**config.mk**
```make
export PLATFORM = sky130hd
export DESIGN_NAME = nmea_gga_field_extractor_core
export DESIGN_NICKNAME = d
export VERILOG_FILES = /design/src/ngfe_pkg.sv /design/src/ngfe_parser.sv /design/src/nmea_gga_field_extractor_core.sv
export VERILOG_INCLUDE_DIRS = /design/src /design/src/src
export SDC_FILE = /design/constraint.sdc
export NUM_CORES = 1
export LEC_CHECK = 0
export ABC_AREA = 1
export BUFFER_PORTS_ARGS = -buffer_cell sky130_fd_sc_hd__buf_2
export CAP_MARGIN = 20
export CELL_PAD_IN_SITES_DETAIL_PLACEMENT = 1
export CELL_PAD_IN_SITES_GLOBAL_PLACEMENT = 1
export CORE_MARGIN = 4
export CORE_UTILIZATION = 35
export DETAILED_ROUTE_END_ITERATION = 12
export PLACE_DENSITY = 0.65
export SLEW_MARGIN = 20
export SYNTH_ARGS = -nofsm -noshare
export SYNTH_HDL_FRONTEND = slang
export SYNTH_SLANG_ARGS = --single-unit
```
**constraint.sdc**
```tcl
create_clock -name clk -period 4.9 [get_ports clk]
set_input_delay 0 -clock clk [delete_from_list [all_inputs] [get_ports clk]]
set_output_delay 0 -clock clk [all_outputs]
set_load 0.1 [all_outputs]
```
**src/nmea_gga_field_extractor_core_macros.svh**
```systemverilog
// Assertion macros for the GGA field extractor, used by ngfe_parser.
// Each macro expands to one labeled concurrent assertion on a clock and reset.
`ifndef NMEA_GGA_FIELD_EXTRACTOR_CORE_MACROS_SVH
`define NMEA_GGA_FIELD_EXTRACTOR_CORE_MACROS_SVH

// Same-cycle implication.
`define NGFE_ASSERT_NOW(name, clk, rst, ante, cons, msg) \
  name: assert property (@(posedge clk) disable iff (rst) (ante) |-> (cons)) else $error(msg);

// Next-cycle implication.
`define NGFE_ASSERT_NEXT(name, clk, rst, ante, cons, msg) \
  name: assert property (@(posedge clk) disable iff (rst) (ante) |=> (cons)) else $error(msg);

`endif

```
**src/ngfe_pkg.sv**
```systemverilog
// Shared types, constants and helper functions for the GGA field extractor.
// Used by ngfe_parser and nmea_gga_field_extractor_core; depends on nothing.
`timescale 1ns / 1ps

package ngfe_pkg;

  localparam int unsigned MAX_FIELD_CHARS_DEF = 10;

  localparam logic [7:0] CHAR_DOLLAR = 8'h24;
  localparam logic [7:0] CHAR_STAR   = 8'h2A;
  localparam logic [7:0] CHAR_COMMA  = 8'h2C;
  localparam logic [7:0] CHAR_G      = 8'h47;
  localparam logic [7:0] CHAR_P      = 8'h50;
  localparam logic [7:0] CHAR_A      = 8'h41;

  localparam logic [2:0] HEADER_LEN  = 3'd5;
  localparam logic [2:0] COMMA_MAX   = 3'd7;
  localparam logic [2:0] FIRST_FIELD = 3'd1;
  localparam logic [2:0] LAST_FIELD  = 3'd5;
  localparam logic [2:0] FID_END     = 3'd5;

  typedef struct packed {
    logic [2:0] field_id;
    logic [3:0] char_pos;
    logic [7:0] char_value;
    logic       last;
  } ngfe_result_t;

  // Expected header character at each position of "GPGGA".
  function automatic logic [7:0] gga_char(input logic [2:0] pos);
    logic [7:0] c;
    case (pos)
      3'd0: c = CHAR_G;
      3'd1: c = CHAR_P;
      3'd2: c = CHAR_G;
      3'd3: c = CHAR_G;
      3'd4: c = CHAR_A;
      default: c = CHAR_A;
    endcase
    return c;
  endfunction

endpackage

```
**src/ngfe_parser.sv**
```systemverilog
// Sentence tracking state and the per-word decode for the GGA field extractor.
// Depends on ngfe_pkg and the assertion macros header.
`timescale 1ns / 1ps
`include "nmea_gga_field_extractor_core_macros.svh"

module ngfe_parser
  import ngfe_pkg::*;
#(
  parameter int unsigned MAX_FIELD_CHARS = MAX_FIELD_CHARS_DEF
) (
  input  logic         clk,
  input  logic         rst,
  input  logic         fire,
  input  logic [7:0]   byte_in,
  output logic         hit,
  output ngfe_result_t result
);

  logic       in_sentence, in_sentence_next;
  logic [2:0] header_pos, header_pos_next;
  logic       header_match, header_match_next;
  logic [2:0] comma_count, comma_count_next;
  logic [3:0] char_index, char_index_next;

  always_comb begin
    in_sentence_next  = in_sentence;
    header_pos_next   = header_pos;
    header_match_next = header_match;
    comma_count_next  = comma_count;
    char_index_next   = char_index;
    hit               = 1'b0;
    result            = '0;
    if (!in_sentence) begin
      if (byte_in == CHAR_DOLLAR) begin
        in_sentence_next  = 1'b1;
        header_pos_next   = '0;
        header_match_next = 1'b1;
        comma_count_next  = '0;
        char_index_next   = '0;
      end
    end else if (byte_in == CHAR_STAR) begin
      in_sentence_next  = 1'b0;
      header_pos_next   = '0;
      header_match_next = 1'b1;
      comma_count_next  = '0;
      char_index_next   = '0;
      hit               = (header_pos == HEADER_LEN) && header_match;
      result.field_id   = FID_END;
      result.last       = 1'b1;
    end else if (header_pos < HEADER_LEN) begin
      if (byte_in != gga_char(header_pos)) begin
        header_match_next = 1'b0;
      end
      header_pos_next = header_pos + 3'd1;
    end else if (byte_in == CHAR_COMMA) begin
      if (comma_count != COMMA_MAX) begin
        comma_count_next = comma_count + 3'd1;
      end
      char_index_next = '0;
    end else if (header_match && comma_count >= FIRST_FIELD && comma_count <= LAST_FIELD &&
                 char_index < 4'(MAX_FIELD_CHARS)) begin
      hit               = 1'b1;
      result.field_id   = comma_count - FIRST_FIELD;
      result.char_pos   = char_index;
      result.char_value = byte_in;
      char_index_next   = char_index + 4'd1;
    end
  end

  always_ff @(posedge clk) begin
    if (rst) begin
      in_sentence  <= 1'b0;
      header_pos   <= '0;
      header_match <= 1'b1;
      comma_count  <= '0;
      char_index   <= '0;
    end else if (fire) begin
      in_sentence  <= in_sentence_next;
      header_pos   <= header_pos_next;
      header_match <= header_match_next;
      comma_count  <= comma_count_next;
      char_index   <= char_index_next;
    end
  end

  `NGFE_ASSERT_NOW(a_index_bound, clk, rst, 1'b1, char_index <= 4'(MAX_FIELD_CHARS), "char index past limit")
  `NGFE_ASSERT_NOW(a_header_bound, clk, rst, 1'b1, header_pos <= HEADER_LEN, "header position past length")
  `NGFE_ASSERT_NOW(a_hunt_clean, clk, rst, !in_sentence, comma_count == 3'd0 && char_index == 4'd0 && header_pos == 3'd0, "stale sentence state while hunting")
  `NGFE_ASSERT_NOW(a_hunt_silent, clk, rst, !in_sentence, !hit, "result produced while hunting")

endmodule

```
**src/nmea_gga_field_extractor_core.sv**
```systemverilog
// Top level of the GGA field extractor: input register, parser, result register.
// Depends on ngfe_pkg and ngfe_parser.
`timescale 1ns / 1ps

// The input channel carries one received serial byte per word on rx_byte, with
// in_valid and in_stall. The output channel carries one extracted character per
// word: field_id, char_pos, char_value and last, with out_valid and out_stall.
// A byte is held in an input register, decoded combinationally against the
// sentence state, and any result is loaded into the output register. A new
// byte is taken every cycle while in_stall is low; bytes that give no result
// are consumed silently. The output register and the input register are the
// only buffering: when the receiver stalls with a result waiting, the held
// byte stays in the input register and in_stall rises until the result is
// taken. Reset clears both valid flags and returns the parser to hunting for
// the start of a sentence. Only sentences whose header reads GPGGA produce
// words: the characters of the time, latitude, N/S, longitude and E/W fields,
// then an end word with last high at the asterisk.
module nmea_gga_field_extractor_core
  import ngfe_pkg::*;
#(
  parameter int unsigned MAX_FIELD_CHARS = MAX_FIELD_CHARS_DEF
) (
  input  logic       clk,
  input  logic       rst,
  input  logic       in_valid,
  output logic       in_stall,
  input  logic [7:0] rx_byte,
  output logic       out_valid,
  input  logic       out_stall,
  output logic [2:0] field_id,
  output logic [3:0] char_pos,
  output logic [7:0] char_value,
  output logic       last
);

  logic         in_full;
  logic [7:0]   byte_reg;
  logic         out_free;
  logic         advance;
  logic         hit;
  ngfe_result_t result;

  assign out_free = !out_valid || !out_stall;
  assign advance  = in_full && out_free;
  assign in_stall = in_full && !out_free;

  ngfe_parser #(
    .MAX_FIELD_CHARS(MAX_FIELD_CHARS)
  ) u_parser (
    .clk    (clk),
    .rst    (rst),
    .fire   (advance),
    .byte_in(byte_reg),
    .hit    (hit),
    .result (result)
  );

  always_ff @(posedge clk) begin
    if (rst) begin
      in_full <= 1'b0;
    end else if (!in_stall) begin
      in_full <= in_valid;
    end
  end

  always_ff @(posedge clk) begin
    if (in_valid && !in_stall) begin
      byte_reg <= rx_byte;
    end
  end

  always_ff @(posedge clk) begin
    if (rst) begin
      out_valid <= 1'b0;
    end else if (out_free) begin
      out_valid <= advance && hit;
    end
  end

  always_ff @(posedge clk) begin
    if (advance && hit) begin
      field_id   <= result.field_id;
      char_pos   <= result.char_pos;
      char_value <= result.char_value;
      last       <= result.last;
    end
  end

endmodule
```
After elaboration in Yosys (flattened, before gate mapping)
Cells that the tools add are included.
- $lt $le $gt $ge: 4
- $add $sub $neg: 4
- multiplexer cells: 37
- equal/unequal tests: 15
- reductions and logical operators: 21
- bitwise logic cells: 2
- operators by type and width (kind ; number):
    2-to-1 mux 15 bit ; 3
    2-to-1 mux 3 bit ; 10
    == test 8 x 6 -> 1 bit, second input constant ; 3
    2-to-1 mux 4 bit ; 6
    2-to-1 mux 8 bit ; 3
    != test 3 bit, second input constant ; 6
    2-to-1 mux 1 bit ; 14
    one-hot mux 5 bit (2 select lines) ; 1
    logical AND 1 bit ; 8
    != test 8 bit ; 1
    AND reduction 4 bit ; 2
    adder 3 x 1 -> 3 bit, second input constant ; 2
    == test 3 x 2 -> 1 bit, second input constant ; 2
    AND reduction 5 bit ; 1
    OR reduction 5 bit ; 1
    adder 4 x 1 -> 4 bit, second input constant ; 1
    logical NOT 1 bit ; 4
    less-than comparator 4 bit, second input constant ; 1
    != test 4 bit, second input constant ; 1
    == test 3 x 1 -> 1 bit, second input constant ; 1
    == test 3 bit, second input constant ; 1
    greater-or-equal comparator 3 x 1 -> 1 bit, second input constant ; 1
    <= comparator 3 bit, second input constant ; 1
    logical NOT 3 bit ; 1
    other kinds (7) ; 8
- flip-flop bits (word level): 38
- bits of input ports: 12
- logic and storage cells: 96
- output and inout bits: 18

Depth between registers and ports, before layout
- word-level depth: 11
- mapped depth: 11
- mapped depth without buffers: 11

Modules after synthesis
Synthesis repeated with hierarchy kept, for this count alone.
- cell total of the unflattened synthesis: 229
- area total of the unflattened synthesis: 1975.6 µm²
- by module, submodules not included (module ; cells each ; seq. area each (µm²) ; area each (µm²) ; times used):
    ngfe_parser ; 187 ; 240.2 ; 1149.9 ; 1
    nmea_gga_field_extractor_core ; 42 ; 760.7 ; 825.8 ; 1

Worst setup path after synthesis
OpenSTA, ideal clock, no wires.
- kind: register to register
- start point: register out_valid
- end point: register byte_reg[0] (enable)
- cell stages (with the launch flop): 6
- setup time: 0.273 ns
- arrival: 2.854 ns
- period minus slack after synthesis: 3.127 ns
- path slack: 1.773 ns
- data required time: 4.627 ns
- path buffers: 0
- path through: dfxtp_1 nand2_1 nor2_1 inv_1 nand2_1 inv_1
- longest elaborated chain between the ends: 6
- ends and longest elaborated chain (item ; RTL line ; RTL):
    start, declared ; nmea_gga_field_extractor_core.sv:28 ; output logic out_valid,
    start signal, assigned ; nmea_gga_field_extractor_core.sv:76 ; out_valid <= advance && hit;
    logical NOT 1 bit ; nmea_gga_field_extractor_core.sv:43 ; assign out_free = !out_valid || !out_stall;
    logical OR 1 bit ; nmea_gga_field_extractor_core.sv:43 ;
    logical NOT 1 bit ; nmea_gga_field_extractor_core.sv:45 ; assign in_stall = in_full && !out_free;
    logical AND 1 bit ; nmea_gga_field_extractor_core.sv:45 ;
    via in_stall ; nmea_gga_field_extractor_core.sv:26 ; output logic in_stall,
    logical NOT 1 bit ; nmea_gga_field_extractor_core.sv:67 ; if (in_valid && !in_stall) begin
    logical AND 1 bit ; nmea_gga_field_extractor_core.sv:67 ;
    end signal, assigned ; nmea_gga_field_extractor_core.sv:68 ; byte_reg <= rx_byte;
    end, declared ; nmea_gga_field_extractor_core.sv:37 ; logic [7:0] byte_reg;
The timed path passes the listed nets, and every way through them passes these cells.
A chain may end at the register's enable or synchronous reset.

Final worst setup path
- start point: register byte_reg[1]
- end point: register char_value[1] (enable)
- longest elaborated chain between the ends: 6
- elaborated cells on any way between the ends: 7
- classes of those cells: eq/ne (2); mux (4); reduce/logical (1)
- ends and longest elaborated chain (item ; RTL line ; RTL):
    == test 8 x 6 -> 1 bit ; ngfe_parser.sv:55 ; end else if (byte_in == CHAR_COMMA) begin
    2-to-1 mux 1 bit ; ngfe_parser.sv:55 ;
    2-to-1 mux 1 bit ; ngfe_parser.sv:50 ; end else if (header_pos < HEADER_LEN) begin
    2-to-1 mux 1 bit * ; ngfe_parser.sv:41 ; end else if (byte_in == CHAR_STAR) begin
    2-to-1 mux 1 bit * ; ngfe_parser.sv:33 ; if (!in_sentence) begin
    logical AND 1 bit * ; nmea_gga_field_extractor_core.sv:81 ; if (advance && hit) begin
    end signal, assigned ; nmea_gga_field_extractor_core.sv:84 ; char_value <= result.char_value;
    end, declared ; nmea_gga_field_extractor_core.sv:32 ; output logic [7:0] char_value,
Mark *: on every way between the ends. The rest lies on a longest branch, timed or not.

==> flow_summary_export.csv <==
group,metric,value,unit
critical_path,crit_path_max_fanout,16,
yosys,yosys_warnings,0,
yosys,ys.flop_type,"edfxtp_1",
global_route,grt_pass1_vias,1601,
yosys,synth.area.top_cells,"edfxtp_1 (37%), dfxtp_1 (14%), nand2_1 (8.1%)",
global_route,grt_pass1_wl,7693,microns
floorplanning,die_area,6812,sq um
clocking,clock_path_buffers,2,
detailed_routing,drt_iter0_drc,43,
sta,rsz0062_at_grt,"no",
finish,fin_util,44.36,%
detailed_routing,num_vias,1505,
critical_path,worstPathArrival,1.98,ns
sta,final_min_period_over_clock_period,42.03,%
clocking,htree_levels,2,
finish,drive_gt1_share,20.99,%
yosys,yosysTopAreaCellShare,37.07,%
clocking,cts_buffers,5,
sta,finalCriticalPeriod,2.059,ns
flow_run,drv_cap,0,
power,power,587.0,uW
hold_path,holdCritPathClass,"in -> reg",
yosys,synth_edf_count,24,
critical_path,cp_data_required_time,4.83,ns
floorplanning,core-area,5238,sq um
floorplanning,placementRows,26,
detailed_routing,drc_errors,0,
yosys,synth_seq_area_share,51.48,%
critical_path,crit_buf_inv,2,
critical_path,crit_type,"reg -> reg",
power,ir_worst_vdd,0.0001430,V
sta,max_freq,485.6,MHz
critical_path,slowest_stage,"inv_1",
finish,area_delta_synth_final,19.50,%
sta,worst_pin_slew,0.5929,ns
detailed_routing,ant_nets,0,
critical_path,critical-path-top-delay-family,"buffers and inverters",
floorplanning,die_w,82.54,microns
global_route,track_usage,15.18,%
global_route,antenna_found_initial,0,
yosys,synth_area_leader_cell,"edfxtp_1",
floorplanning,start_util,37.12,%
power,p_per_area,252.6,nW/um^2
critical_path,cp_cell_sequence,"inv_1, nand2_1, nor2_1, nand2_2, nand3_1, o21ai_0, nand2_1, inv_1",
floorplanning,pin_count,30,
power,p_leak,0.001038,uW
floorplanning,dieHeight,82.54,microns
yosys,synthArstFlopShare,0,%
finish,n_antenna_cell,0,
detailed_routing,wl_per_cell,13.22,microns
clocking,cts_tree,"yes",
global_route,grt_max_degree,17,
global_route,grt_overflow,0,
detailed_routing,viasPerCell,4.533,
critical_path,start_kind,"flop",
critical_path,crit_path_max_incr_delay,0.45,ns
sta,finalSetupViolations,0,
placed_design,hpwl,3343,microns
clocking,cts-root-buf,"clkbuf_8",
placed_design,portBuffers,29,
yosys,synth.distinct_cells,27,
yosys,syn_nets,241,
placed_design,finalWeightedCongestion,0.8334,
sta,hold_viol,0,
detailed_routing,drt-pass1-iter-count,6,
sta,tns,0,ns
status,status,"finished clean",
clocking,insertion_delay,0.29,ns
critical_path,critPathCaptureType,"flop",
yosys,syn_area,1944,sq um
sta,slew_headroom,60.43,%
yosys,synth.ff_latch_count,38,
sta,report.final.slew_viol_count,0,
clocking,cts_resized,0,
sta,skew,0.004570,ns
clocking,path_clk_slew,0.07,ns
detailed_routing,wl,4388,microns
yosys,netlist_instances,219,
yosys,avgSynthCellArea,8.878,sq um
clocking,clock_sinks,38,
finish,layout.nets,283,
## cell usage in the layout, fill, tap and decap left out, drive strengths merged, types with 2 or more instances in the layout
master       netlist  layout
edfxtp            24      24
ha                10      10
dlygate4sd3        0       8
clkbuf             0       6
nor2              40      40
nand4              2       2
dfxtp             14      14
buf                2      29
nand2             50      50
nand3             21      21
clkinv             0       2
o21ai             10      10
inv               30      30
a21oi             10      10
## cells in the mapped netlist, types with 2 or more instances
cell type	instances
a21oi_1	8
nand2_4	3
nand2_1	42
a21oi_2	2
ha_1	10
o21ai_0	9
edfxtp_1	24
nor2_1	35
nor2_2	3
nand2_2	5
nand4_1	2
inv_2	3
dfxtp_1	14
nand3_1	20
inv_1	27
## final timing paths
path                               start                      to  slack, ns  cells past startpoint
hold / removal                       rst  u_parser.char_index[2]       0.02                      2
setup reg to reg             byte_reg[1]           char_value[1]       2.84                      8
setup / recovery             byte_reg[1]           char_value[1]       2.84                      8
hold reg to reg   u_parser.char_index[3]  u_parser.char_index[3]       0.49                      2
## logic make-up (layout without fill, tap and decap cells)
| group | Yosys count | count (layout) | synth area share (%) |
|---|---|---|---|
| AND/OR/NAND/NOR | 115 | 115 | 28.12 |
| adder cells (fa/ha/maj) | 10 | 10 | 6.435 |
| buffers and inverters | 32 | 75 | 6.564 |
| flip-flops | 38 | 38 | 51.48 |
| XOR/XNOR | 2 | 2 | 0.9011 |
| AO/OA/AOI/OAI | 22 | 22 | 6.500 |
## stage by stage
stage                     setup WS, ns  std cells  area (sq um)  hold WS [ns]
after global placement           2.959        316          2162        0.1775
final                            2.841        332          2323       0.01761
after CTS                        2.795        332          2323       0.02071
after global routing             2.609        332          2323       0.03234
after floorplan                  1.773        219          1944       0.09887
after detailed placement         2.816        316          2162        0.1788
## per-layer routing
metal  part of all wire, %  vias to the layer above  track usage (%)
met4                   1.4                        0            4.902
met2                    45                       28            24.28
met3                   4.5                        4            3.579
li1                      -                      792                -
met5                     0                        -                0
met1                    50                      681            20.20
## where the power goes
part,internal [uW],total [uW],switching [uW]
sequential,344,349,5.46
combinational,12.6,29.9,17.3
clock,97.9,208,110
total,454,587,133
## layout make-up
class / instances / area (sq um)
Fill cell: 644 / 2914
Multi-Input combinational cell: 149 / 815.8
Clock inverter: 2 / 8.758
Clock buffer: 6 / 72.57
Timing Repair Buffer: 37 / 225.2
Sequential cell: 38 / 1001
Inverter: 30 / 112.6
Tap cell: 70 / 87.58
## what timing repair did
action	4_1_cts	5_1_grt
hold buffers	8	0
setup buffers	0	0
endpoints found under the hold margin	8	0
(Power assumes the default switching activity.)
